**src/golden_nonce_dedup_filter_assert.svh**
```systemverilog
// ----------------------------------------------------------------------------
// golden_nonce_dedup_filter_assert.svh
// assertion macros for the duplicate filter, empty bodies under SYNTH
// ----------------------------------------------------------------------------
`ifndef GOLDEN_NONCE_DEDUP_FILTER_ASSERT_SVH
`define GOLDEN_NONCE_DEDUP_FILTER_ASSERT_SVH
`ifndef SYNTH
// same-cycle implication
`define GNDF_ASSERT_NOW(name, ck, rn, ante, cons) \
	name: assert property (@(posedge ck) disable iff (!rn) (ante) |-> (cons)) \
		else $error("gndf assertion failed");
// next-cycle implication
`define GNDF_ASSERT_NEXT(name, ck, rn, ante, cons) \
	name: assert property (@(posedge ck) disable iff (!rn) (ante) |=> (cons)) \
		else $error("gndf assertion failed");
`else
`define GNDF_ASSERT_NOW(name, ck, rn, ante, cons)
`define GNDF_ASSERT_NEXT(name, ck, rn, ante, cons)
`endif
`endif

```
**src/gndf_pkg.sv**
```systemverilog
// ----------------------------------------------------------------------------
// gndf_pkg
// shared types and constants of the duplicate filter
// ----------------------------------------------------------------------------
package gndf_pkg;

	localparam int DEF_MAX_ENGINES   = 8;
	localparam int DEF_MAX_EXTRA     = 3;
	localparam int DEF_BACKLOG_DEPTH = 40;

	localparam int NUM_SLOTS   = 4;
	localparam int ENG_W       = 5;   // holds an engine count up to 31
	localparam int QUEUE_DEPTH = 2;

	localparam logic [31:0] ALL_ONES = 32'hffff_ffff;

	typedef enum logic [1:0] {
		REG_ENGINES = 2'd0,
		REG_EXTRA   = 2'd1,
		REG_EMPTY   = 2'd2
	} reg_idx_t;

	typedef enum logic {
		ACT_REPORT   = 1'b0,
		ACT_NEW_WORK = 1'b1
	} action_t;

	typedef struct packed {
		logic        action;
		logic [2:0]  engine;
		logic [31:0] progress;
		logic [31:0] found_0;
		logic [31:0] found_1;
		logic [31:0] found_2;
		logic [31:0] found_3;
	} req_t;

	typedef struct packed {
		logic [1:0]  slot;
		logic [31:0] value;
		logic        submit;
		logic        verify_needed;
		logic        overflow;
		logic [31:0] highest_progress;
		logic        last;
	} res_t;

	// effective configuration after saturation
	typedef struct packed {
		logic [ENG_W-1:0] eng_eff;
		logic [1:0]       extra_eff;
		logic [31:0]      empty_marker;
	} cfg_t;

	// one queued job: a backlog clear or a classified report
	typedef struct packed {
		logic                        is_clear;
		logic [NUM_SLOTS-1:0][31:0]  found;
		logic [1:0]                  extra;
		logic                        overflow;
		logic [31:0]                 highest;
	} job_t;

	typedef struct packed {
		logic full;
		logic empty;
	} q_stat_t;

endpackage

```
**src/gndf_ifs.sv**
```systemverilog
// ----------------------------------------------------------------------------
// gndf_ifs
// valid/ready channels for requests and results
// ----------------------------------------------------------------------------
interface gndf_req_if;
	logic           valid;
	logic           ready;
	gndf_pkg::req_t data;
	modport source (output valid, output data, input ready);
	modport sink (input valid, input data, output ready);
endinterface

interface gndf_res_if;
	logic           valid;
	logic           ready;
	gndf_pkg::res_t data;
	modport source (output valid, output data, input ready);
	modport sink (input valid, input data, output ready);
endinterface

```
**src/gndf_front.sv**
```systemverilog
// ----------------------------------------------------------------------------
// gndf_front
// accepts requests, runs the progress check and queues jobs for the back end
// ----------------------------------------------------------------------------
module gndf_front #(
	parameter int MAX_ENGINES = gndf_pkg::DEF_MAX_ENGINES
) (
	input  logic            clk,
	input  logic            arst_n,
	gndf_req_if.sink        req,
	input  gndf_pkg::cfg_t  cfg,
	input  gndf_pkg::q_stat_t q_stat,
	output logic            push,
	output gndf_pkg::job_t  job
);

	localparam int EW = (MAX_ENGINES > 1) ? $clog2(MAX_ENGINES) : 1;

	logic [31:0] last_prog_q [MAX_ENGINES];
	logic        ovf_q;
	logic [31:0] max_q;

	logic          accept;
	logic          in_range;
	logic [EW-1:0] eng_idx;
	logic [31:0]   prev;
	logic          bad;
	logic          new_max;

	assign req.ready = !q_stat.full;
	assign accept    = req.valid && req.ready;

	assign in_range = ({2'b00, req.data.engine} < cfg.eng_eff)
		&& (32'(req.data.engine) < 32'(MAX_ENGINES));
	assign eng_idx  = EW'(req.data.engine);
	assign prev     = last_prog_q[eng_idx];
	// wrap or step backward
	assign bad      = ((gndf_pkg::ALL_ONES - req.data.progress) < (req.data.progress - prev))
		|| (req.data.progress < prev);
	assign new_max  = req.data.progress > max_q;

	assign push = accept
		&& ((req.data.action == gndf_pkg::ACT_NEW_WORK) || in_range);

	always_comb begin
		job.is_clear = (req.data.action == gndf_pkg::ACT_NEW_WORK);
		job.found[0] = req.data.found_0;
		job.found[1] = req.data.found_1;
		job.found[2] = req.data.found_2;
		job.found[3] = req.data.found_3;
		job.extra    = cfg.extra_eff;
		job.overflow = ovf_q || bad;
		job.highest  = new_max ? req.data.progress : max_q;
	end

	always_ff @(posedge clk or negedge arst_n) begin
		if (!arst_n) begin
			ovf_q <= 1'b0;
			max_q <= '0;
			for (int i = 0; i < MAX_ENGINES; i++) last_prog_q[i] <= '0;
		end else if (accept) begin
			if (req.data.action == gndf_pkg::ACT_NEW_WORK) begin
				ovf_q <= 1'b0;
				max_q <= '0;
				for (int i = 0; i < MAX_ENGINES; i++) last_prog_q[i] <= '0;
			end else if (in_range) begin
				if (new_max) max_q <= req.data.progress;
				if (bad) begin
					ovf_q <= 1'b1;
				end else begin
					last_prog_q[eng_idx] <= req.data.progress;
				end
			end
		end
	end

endmodule

```
**src/gndf_queue.sv**
```systemverilog
// ----------------------------------------------------------------------------
// gndf_queue
// short job queue between front and back end
// ----------------------------------------------------------------------------
module gndf_queue (
	input  logic              clk,
	input  logic              arst_n,
	input  logic              push,
	input  gndf_pkg::job_t    job_in,
	input  logic              pop,
	output gndf_pkg::job_t    head,
	output gndf_pkg::q_stat_t stat
);

	localparam int PW = (gndf_pkg::QUEUE_DEPTH > 1) ? $clog2(gndf_pkg::QUEUE_DEPTH) : 1;
	localparam int CW = $clog2(gndf_pkg::QUEUE_DEPTH + 1);

	gndf_pkg::job_t entry_q [gndf_pkg::QUEUE_DEPTH];
	logic [PW-1:0]  wr_ptr_q;
	logic [PW-1:0]  rd_ptr_q;
	logic [CW-1:0]  count_q;

	assign stat.full  = (count_q == CW'(gndf_pkg::QUEUE_DEPTH));
	assign stat.empty = (count_q == '0);
	assign head       = entry_q[rd_ptr_q];

	always_ff @(posedge clk) begin
		if (push) entry_q[wr_ptr_q] <= job_in;
	end

	always_ff @(posedge clk or negedge arst_n) begin
		if (!arst_n) begin
			wr_ptr_q <= '0;
			rd_ptr_q <= '0;
			count_q  <= '0;
		end else begin
			if (push) begin
				wr_ptr_q <= (32'(wr_ptr_q) == gndf_pkg::QUEUE_DEPTH - 1) ? '0 : wr_ptr_q + 1'b1;
			end
			if (pop) begin
				rd_ptr_q <= (32'(rd_ptr_q) == gndf_pkg::QUEUE_DEPTH - 1) ? '0 : rd_ptr_q + 1'b1;
			end
			case ({push, pop})
				2'b10:   count_q <= count_q + 1'b1;
				2'b01:   count_q <= count_q - 1'b1;
				default: count_q <= count_q;
			endcase
		end
	end

endmodule

```
**src/gndf_back.sv**
```systemverilog
// ----------------------------------------------------------------------------
// gndf_back
// backlog search, insert and result output, one slot at a time
// ----------------------------------------------------------------------------
module gndf_back #(
	parameter int BACKLOG_DEPTH = gndf_pkg::DEF_BACKLOG_DEPTH
) (
	input  logic              clk,
	input  logic              arst_n,
	input  gndf_pkg::cfg_t    cfg,
	input  gndf_pkg::job_t    head,
	input  gndf_pkg::q_stat_t q_stat,
	output logic              pop,
	gndf_res_if.source        res
);

	localparam int AW   = $clog2(BACKLOG_DEPTH);
	localparam int LENW = AW + 1;
	localparam int PRW  = gndf_pkg::ENG_W + 3;

	typedef enum logic [3:0] {
		ST_IDLE   = 4'b0001,
		ST_LOAD   = 4'b0010,
		ST_SEARCH = 4'b0100,
		ST_OUT    = 4'b1000
	} state_t;

	state_t state_q;

	logic [31:0]              mem_q [BACKLOG_DEPTH];
	logic [BACKLOG_DEPTH-1:0] vld_q;
	logic [AW-1:0]            wp_q;
	logic [1:0]               slot_q;
	logic [31:0]              val_q;
	logic [AW-1:0]            search_idx_q;
	logic                     issue_done_q;
	logic                     cmp_vld_s1;
	logic                     cmp_last_s1;
	logic [31:0]              rd_mem_s1;
	logic                     rd_vld_s1;
	gndf_pkg::res_t           res_q;

	logic [PRW-1:0]  prod;
	logic [LENW-1:0] blen;
	logic            issuing;
	logic            issue_last;
	logic            hit;
	logic            insert;
	logic [AW-1:0]   waddr;
	logic [AW-1:0]   wnext;
	logic [31:0]     slot_val;
	logic            is_last_slot;

	// backlog length, saturated to the memory depth
	assign prod = PRW'(cfg.eng_eff) * PRW'(3'd2 + 3'(cfg.extra_eff));
	assign blen = (32'(prod) > 32'(BACKLOG_DEPTH)) ? LENW'(BACKLOG_DEPTH) : LENW'(prod);

	assign issuing    = (state_q == ST_SEARCH) && !issue_done_q;
	assign issue_last = (LENW'(search_idx_q) == blen - 1'b1);
	// entries never written since clear read as zero
	assign hit        = cmp_vld_s1 && ((rd_vld_s1 ? rd_mem_s1 : 32'd0) == val_q);
	assign insert     = (state_q == ST_SEARCH) && cmp_vld_s1 && cmp_last_s1 && !hit;

	assign waddr = (LENW'(wp_q) >= blen) ? '0 : wp_q;
	assign wnext = ((LENW'(waddr) + 1'b1) >= blen) ? '0 : AW'(waddr + 1'b1);

	assign slot_val     = head.found[slot_q];
	assign is_last_slot = (slot_q == head.extra);

	assign res.valid = (state_q == ST_OUT);
	assign res.data  = res_q;

	assign pop = ((state_q == ST_IDLE) && !q_stat.empty && head.is_clear)
		|| ((state_q == ST_OUT) && res.ready && res_q.last);

	// backlog memory
	always_ff @(posedge clk) begin
		if (insert) mem_q[waddr] <= val_q;
		rd_mem_s1 <= mem_q[search_idx_q];
		rd_vld_s1 <= vld_q[search_idx_q];
	end

	always_ff @(posedge clk) begin
		if (state_q == ST_LOAD) val_q <= slot_val;
		if ((state_q == ST_LOAD) || (state_q == ST_SEARCH)) begin
			res_q.slot             <= slot_q;
			res_q.overflow         <= head.overflow;
			res_q.highest_progress <= head.highest;
			res_q.last             <= is_last_slot;
		end
		if (state_q == ST_LOAD) begin
			res_q.value         <= slot_val;
			res_q.submit        <= 1'b0;
			res_q.verify_needed <= 1'b0;
		end else if (state_q == ST_SEARCH) begin
			res_q.value         <= val_q;
			res_q.submit        <= insert;
			res_q.verify_needed <= insert && (slot_q != 2'd0);
		end
	end

	always_ff @(posedge clk or negedge arst_n) begin
		if (!arst_n) begin
			state_q      <= ST_IDLE;
			vld_q        <= '0;
			wp_q         <= '0;
			slot_q       <= '0;
			search_idx_q <= '0;
			issue_done_q <= 1'b0;
			cmp_vld_s1   <= 1'b0;
			cmp_last_s1  <= 1'b0;
		end else begin
			cmp_vld_s1  <= issuing;
			cmp_last_s1 <= issue_last;
			if (issuing) begin
				search_idx_q <= search_idx_q + 1'b1;
				if (issue_last) issue_done_q <= 1'b1;
			end
			unique case (state_q)
				ST_IDLE: begin
					if (!q_stat.empty) begin
						if (head.is_clear) begin
							vld_q <= '0;
							wp_q  <= '0;
						end else begin
							slot_q  <= '0;
							state_q <= ST_LOAD;
						end
					end
				end
				ST_LOAD: begin
					search_idx_q <= '0;
					issue_done_q <= 1'b0;
					if (slot_val == cfg.empty_marker) begin
						state_q <= ST_OUT;
					end else begin
						state_q <= ST_SEARCH;
					end
				end
				ST_SEARCH: begin
					if (hit) begin
						state_q <= ST_OUT;
					end else if (insert) begin
						vld_q[waddr] <= 1'b1;
						wp_q         <= wnext;
						state_q      <= ST_OUT;
					end
				end
				ST_OUT: begin
					if (res.ready) begin
						if (res_q.last) begin
							state_q <= ST_IDLE;
						end else begin
							slot_q  <= slot_q + 1'b1;
							state_q <= ST_LOAD;
						end
					end
				end
				default: state_q <= ST_IDLE;
			endcase
		end
	end

endmodule

```
**src/golden_nonce_dedup_filter.sv**
```systemverilog
// flow: a report is classified in its accept cycle and queued; the back end picks it up once
// idle and loads each used slot, which goes straight to its result when empty, else searches
// the backlog (one backlog read per cycle, len = engines*(2+extra) saturated) and inserts the
// value on a miss; results wait for res.ready. The back end takes one report at a time, bound
// by the single read port of the backlog memory; a new-work request just clears the backlog
// reset: arst_n clears state, backlog valid bits and registers at once, no sweep
// ----------------------------------------------------------------------------
// golden_nonce_dedup_filter
// duplicate filter for found values reported by hashing engines
// ----------------------------------------------------------------------------
`include "golden_nonce_dedup_filter_assert.svh"

module golden_nonce_dedup_filter #(
	parameter int MAX_ENGINES   = gndf_pkg::DEF_MAX_ENGINES,
	parameter int MAX_EXTRA     = gndf_pkg::DEF_MAX_EXTRA,
	parameter int BACKLOG_DEPTH = gndf_pkg::DEF_BACKLOG_DEPTH
) (
	input  logic        clk,
	input  logic        arst_n,
	// configuration port
	input  logic        psel,
	input  logic        penable,
	input  logic        pwrite,
	input  logic [3:0]  paddr,
	input  logic [31:0] pwdata,
	output logic [31:0] prdata,
	output logic        pready,
	// request and result channels
	gndf_req_if.sink    req,
	gndf_res_if.source  res
);

	// configuration registers
	logic [3:0]  eng_q;
	logic [1:0]  extra_q;
	logic [31:0] empty_q;

	logic                 cfg_wr;
	gndf_pkg::reg_idx_t   reg_idx;
	gndf_pkg::cfg_t       cfg;

	// front to queue to back
	logic                 q_push;
	logic                 q_pop;
	gndf_pkg::job_t       q_in;
	gndf_pkg::job_t       q_head;
	gndf_pkg::q_stat_t    q_stat;

	assign pready  = 1'b1;
	assign cfg_wr  = psel && penable && pwrite && pready;
	assign reg_idx = gndf_pkg::reg_idx_t'(paddr[3:2]);

	always_ff @(posedge clk or negedge arst_n) begin
		if (!arst_n) begin
			eng_q   <= 4'd1;
			extra_q <= 2'd0;
			empty_q <= 32'd0;
		end else if (cfg_wr) begin
			unique case (reg_idx)
				gndf_pkg::REG_ENGINES: eng_q   <= pwdata[3:0];
				gndf_pkg::REG_EXTRA:   extra_q <= pwdata[1:0];
				gndf_pkg::REG_EMPTY:   empty_q <= pwdata;
				default: ;   // unmapped address, write dropped
			endcase
		end
	end

	// register read back
	always_comb begin
		unique case (reg_idx)
			gndf_pkg::REG_ENGINES: prdata = {28'd0, eng_q};
			gndf_pkg::REG_EXTRA:   prdata = {30'd0, extra_q};
			gndf_pkg::REG_EMPTY:   prdata = empty_q;
			default:               prdata = 32'd0;
		endcase
	end

	// saturate engine count to 1..MAX_ENGINES and extra slots to MAX_EXTRA
	always_comb begin
		if (eng_q == 4'd0) begin
			cfg.eng_eff = gndf_pkg::ENG_W'(1);
		end else if (32'(eng_q) > 32'(MAX_ENGINES)) begin
			cfg.eng_eff = gndf_pkg::ENG_W'(MAX_ENGINES);
		end else begin
			cfg.eng_eff = gndf_pkg::ENG_W'(eng_q);
		end
		cfg.extra_eff    = (32'(extra_q) > 32'(MAX_EXTRA)) ? 2'(MAX_EXTRA) : extra_q;
		cfg.empty_marker = empty_q;
	end

	// front end: progress check, highest progress, engine range check
	gndf_front #(
		.MAX_ENGINES (MAX_ENGINES)
	) u_front (
		.clk    (clk),
		.arst_n (arst_n),
		.req    (req),
		.cfg    (cfg),
		.q_stat (q_stat),
		.push   (q_push),
		.job    (q_in)
	);

	// job queue; the front keeps accepting while the back end works, until the queue is full
	gndf_queue u_queue (
		.clk    (clk),
		.arst_n (arst_n),
		.push   (q_push),
		.job_in (q_in),
		.pop    (q_pop),
		.head   (q_head),
		.stat   (q_stat)
	);

	// back end: backlog search and insert, one result per used slot
	gndf_back #(
		.BACKLOG_DEPTH (BACKLOG_DEPTH)
	) u_back (
		.clk    (clk),
		.arst_n (arst_n),
		.cfg    (cfg),
		.head   (q_head),
		.q_stat (q_stat),
		.pop    (q_pop),
		.res    (res)
	);

	// front never pushes into a full queue, back never pops an empty one
	`GNDF_ASSERT_NOW(a_push_not_full, clk, arst_n, q_push, !q_stat.full)
	`GNDF_ASSERT_NOW(a_pop_not_empty, clk, arst_n, q_pop, !q_stat.empty)
	// verification only for a submitted value from a later slot
	`GNDF_ASSERT_NOW(a_verify_rule, clk, arst_n, res.valid && res.data.verify_needed,
		res.data.submit && (res.data.slot != 2'd0))
	// the last result of a report releases its queue entry
	`GNDF_ASSERT_NEXT(a_last_pops, clk, arst_n, res.valid && res.ready && res.data.last,
		!res.valid)

endmodule
```
**src/flat_wrapper.sv**
```systemverilog
// flat-port wrapper written by rule: the top's interface ports become plain ports
module golden_nonce_dedup_filter_flat 
#(
	parameter int MAX_ENGINES   = gndf_pkg::DEF_MAX_ENGINES,
	parameter int MAX_EXTRA     = gndf_pkg::DEF_MAX_EXTRA,
	parameter int BACKLOG_DEPTH = gndf_pkg::DEF_BACKLOG_DEPTH
)
  (clk, arst_n, psel, penable, pwrite, paddr, pwdata, prdata, pready, req_valid, req_data, req_ready, res_valid, res_data, res_ready);
  gndf_req_if req_i ();
  gndf_res_if res_i ();
  input  logic clk;
  input  logic arst_n;
  input  logic psel;
  input  logic penable;
  input  logic pwrite;
  input  logic [3:0] paddr;
  input  logic [31:0] pwdata;
  output logic [31:0] prdata;
  output logic pready;
  input wire logic [$bits(req_i.valid)-1:0] req_valid;
  input wire logic [$bits(req_i.data)-1:0] req_data;
  output wire logic [$bits(req_i.ready)-1:0] req_ready;
  output wire logic [$bits(res_i.valid)-1:0] res_valid;
  output wire logic [$bits(res_i.data)-1:0] res_data;
  input wire logic [$bits(res_i.ready)-1:0] res_ready;
  assign req_i.valid = req_valid;
  assign req_i.data = req_data;
  assign req_ready = req_i.ready;
  assign res_valid = res_i.valid;
  assign res_data = res_i.data;
  assign res_i.ready = res_ready;
  golden_nonce_dedup_filter #(.MAX_ENGINES(MAX_ENGINES), .MAX_EXTRA(MAX_EXTRA), .BACKLOG_DEPTH(BACKLOG_DEPTH)) u_core (.clk(clk), .arst_n(arst_n), .psel(psel), .penable(penable), .pwrite(pwrite), .paddr(paddr), .pwdata(pwdata), .prdata(prdata), .pready(pready), .req(req_i), .res(res_i));
endmodule
```
**config.mk**
```make
export PLATFORM = sky130hd
export DESIGN_NAME = golden_nonce_dedup_filter_flat
export DESIGN_NICKNAME = d
export VERILOG_FILES = /design/src/gndf_pkg.sv /design/src/gndf_ifs.sv /design/src/gndf_front.sv /design/src/gndf_queue.sv /design/src/gndf_back.sv /design/src/golden_nonce_dedup_filter.sv /design/src/flat_wrapper.sv
export VERILOG_INCLUDE_DIRS = /design/src /design/src/src
export SDC_FILE = /design/constraint.sdc
export NUM_CORES = 2
export LEC_CHECK = 0
export BUFFER_PORTS_ARGS = -buffer_cell sky130_fd_sc_hd__buf_4
export CORE_MARGIN = 1
export CORE_UTILIZATION = 25
export CTS_CLUSTER_SIZE = 8
export DETAILED_ROUTE_END_ITERATION = 7
export HOLD_SLACK_MARGIN = 0.12
export REMOVE_ABC_BUFFERS = 1
export SKIP_CTS_REPAIR_TIMING = 1
export SLEW_MARGIN = 20
export SYNTH_ARGS = -nofsm -noshare
export SYNTH_HDL_FRONTEND = slang
export SYNTH_SLANG_ARGS = --single-unit
```
**constraint.sdc**
```tcl
create_clock -name clk -period 25.2 [get_ports clk]
set_input_delay 1.26 -clock clk [delete_from_list [all_inputs] [get_ports clk]]
set_output_delay 1.26 -clock clk [all_outputs]
set_load 0.03 [all_outputs]
```
==> flow_metrics.tcl <==
set metrics [dict create \
    synth-simple-area-share 0.0338 \
    grtUsageTotal 0.135 \
    via_count 49315 \
    synth-seq-cells 2135 \
    max_freq_mhz 105 \
    grt_pass1_vias 51319 \
    die_h_um 596 \
    synth_ff_type "edfxtp_1" \
    hold_class "flop to flop" \
    synth_compound_area_frac 0.0801 \
    swShare 0.289 \
    crit_fanout 108 \
    overflow 0 \
    slew_viol_final 0 \
    start_util 0.252 \
    maxSlewHeadroom 0.228 \
    final.min_clock_period_ns 9.56 \
    die_x_um 596 \
    drv_cap 0 \
    p_seq_frac 0.419 \
    yosys.cell_types.count 86 \
    nFillCells 33831 \
    drt_iter0_drc 4476 \
    peakVddDrop_mv 0.0694 \
    dp.final_hpwl_um 147000 \
    arrival_ns 10.28 \
    grt_max_degree 116 \
    syn_avg_cell_area_um2 18.0 \
    first_pass_iters 5 \
    synth_xor_area_frac 0.00904 \
    period_share 0.379 \
    crit_type "input port to flop" \
    nets 5681 \
    via_per_inst 4.85 \
    postRouteAntennaNets 0 \
    cpMaxStageDelayCell "o41ai_1" \
    drive_gt1_frac 0.263 \
    cts_buffers 311 \
    crit_required_ns 25.91 \
    wl_um 246000 \
    cts_tree "built" \
    crit_path_end_kind "flop" \
    clk_pin_slew_worst_paths_ns 0.05 \
    synthToLayoutAreaGrowth_pct 19.8 \
    htreeDepth 5 \
    core_area_um2 350000 \
    critical_path.top_delay_family "simple AND/OR/NAND/NOR gates" \
    cts_root_buf "clkbuf_16" \
    synthCells 4900 \
    crit_buf_inv 4 \
    seq_area_frac_synth 0.701 \
    tightest_slew_ns 1.15 \
    grt_pass1_wl_um 355000 \
    async_flop_share 0.184 \
    dieArea_um2 355000 \
    p_switching_uw 3080 \
    antenna_found_initial 21 \
    synth_edf_count 1708 \
    clkPwrFrac 0.359 \
    cp_slowest_stage_delay_ns 0.86 \
    fin_setup_tns_ns 0 \
    hold_violations 0 \
    synth-adder-area-share 0.0172 \
    p_comb_frac 0.221 \
    wire_per_inst_um 24.2 \
    crit_path_start_kind "input port" \
    row_count 217 \
    place.gp.congestion 0.829 \
    synth_mux_area_frac 0.136 \
    cp_common_cell "buf_4" \
    run_status "complete, no violations" \
    numPortBuffers 308 \
    setup_viol 0 \
    p_int_uw 7580 \
    clockBufferDepth 4 \
    ios 312 \
    clock_sinks 2135 \
    synth_top_family_by_area "multiplexers" \
    ys_warn_count 0 \
    rsz0062_at_grt "no" \
    p_leak_uw 0.0356 \
    syn_area_um2 88100 \
    total_power_uw 10700 \
    cellPowerDensity_nw_per_um2 101 \
    worstSkewPairLatency_ns 0.85 \
    drc 0 \
    skew_ns 0.0667 \
]
metrics by stage:
stage	hold WS, ns	std cells	cell area [um^2]	util	worst slack, ns
6_report	0.479	10163	106000	0.302	15.64
5_1_grt	0.495	10158	106000	0.302	15.27
4_1_cts	0.478	10155	106000	0.302	15.50
3_5_place_dp	0.469	9638	96500	0.276	14.67
3_3_place_gp	0.457	9637	96500	0.276	14.85
2_1_floorplan	0.445	4564	86600	-	10.92
metal layers:
metal | up-vias | track usage | routed length, um
li1 | 20974 | - | -
met1 | 26097 | 0.157 | 93100
met2 | 1814 | 0.239 | 127000
met3 | 406 | 0.0297 | 16200
met4 | 24 | 0.0529 | 9110
met5 | - | 0 | 160
cell usage after synthesis (all sizes together) (7+ instances only):
master   count  area, um^2
edfxtp    1708       51300
mux4       460       10400
dfrtp      390        9760
clkbuf     211         792
a32o       192        1920
nor2       153         582
inv        138         518
a22oi      128         966
buf        126         692
ha         118        1480
o21ai      116         581
nand2      112         420
a22o        99         867
a21oi       96         480
mux2i       82         821
mux2        70         788
xnor2       63         552
nand3       62         315
nor2b       50         313
a211oi      43         338
a21o        39         293
a2111oi     38         334
and2        35         220
dfxtp       35         701
nand4       33         206
a311o       31         310
and4        31         272
xor2        28         245
nor4        18         140
o22ai       17         106
nor3        16        80.1
nand3b      14         105
and3        13        81.3
nand2b      13        81.3
o21a        12        90.1
o211ai      11        82.6
a41oi        9         139
o21bai       9        71.3
a221oi       7        61.3
tightest hold or removal path, cell delays in order (launching register included):
cell and delay (ns):
dfrtp_1 0.34, nand2_1 0.04, o21ai_0 0.06
state kept, by name, indices dropped and copies added (netlist names), 2 cells and up:
signal and cells:
u_core.u_back.wp_q 6, u_core.u_back.slot_q 2, u_core.u_back.mem_q 1280, u_core.empty_q 32, u_core.u_back.res.data 70, u_core.eng_q 4, u_core.u_back.search_idx_q 6, u_core.u_back.state_q 4
u_core.u_front.max_q 32, u_core.u_back.rd_mem_s1 32, u_core.u_queue.count_q 2, u_core.u_back.val_q 32, u_core.u_back.vld_q 40, u_core.u_front.last_prog_q 256, u_core.u_queue.entry_q 328, u_core.extra_q 2
final timing paths:
kind / start / cells past startpoint / end / slack (ns)
max reg2reg: u_core.eng_q[3]$_DFFE_PN0P_ / 27 / u_core.u_back.wp_q[2]$_DFFE_PN0P_ / 17.35
min reg2reg: u_core.u_back.vld_q[14]$_DFFE_PN0P_ / 2 / u_core.u_back.vld_q[14]$_DFFE_PN0P_ / 0.48
max in group asynchronous: arst_n / 3 / u_core.empty_q[17]$_DFFE_PN0P_ / 22.10
min: u_core.u_back.vld_q[14]$_DFFE_PN0P_ / 2 / u_core.u_back.vld_q[14]$_DFFE_PN0P_ / 0.48
max: req_data[161] / 26 / u_core.u_front.last_prog_q[89]$_DFFE_PN0P_ / 15.64
min in group asynchronous: arst_n / 1 / u_core.u_front.max_q[4]$_DFFE_PN0P_ / 0.57
cells in the final DEF, fill, tap and decap left out, types with 103 or more instances in the layout:
master     Yosys  routed
edfxtp_1    1708    1708
buf_4         14     470
mux4_2       460     460
dfrtp_1      390     382
clkbuf_16      0     319
a32o_1       192     192
clkbuf_1     211     177
inv_1        133     133
a22oi_1      127     127
ha_1         118     118
nand2_1      112     111
o21ai_0      111     109
nor2_1       152     103
power groups by stage:
stage	Combinational (uW)	Sequential (uW)	Clock, uW
2_1_floorplan	1650	4790	0
3_3_place_gp	2340	4530	0
3_5_place_dp	2380	4540	0
4_1_cts	2390	4470	3900
5_1_grt	2530	4490	4050
6_report	2360	4470	3830
final cells by class:
class | count | area, um^2 | share of cell area
Sequential cell | 2135 | 61800 | 0.585
Multi-Input combinational cell | 2291 | 24800 | 0.235
Clock buffer | 498 | 8670 | 0.0821
Tap cell | 4599 | 5750 | 0.0545
Timing Repair Buffer | 477 | 3640 | 0.0345
Inverter | 138 | 518 | 0.00491
Clock inverter | 19 | 325 | 0.00308
Antenna cell | 6 | 15.0 | 0.000142
cell families after synthesis:
group / Yosys count
AO/OA/AOI/OAI: 893
XOR/XNOR: 91
adder cells (fa/ha/maj): 120
buffers and inverters: 475
flip-flops: 2135
multiplexers: 612
other: 1
AND/OR/NAND/NOR: 573
Note: power is estimated with default switching activity, not from simulation.
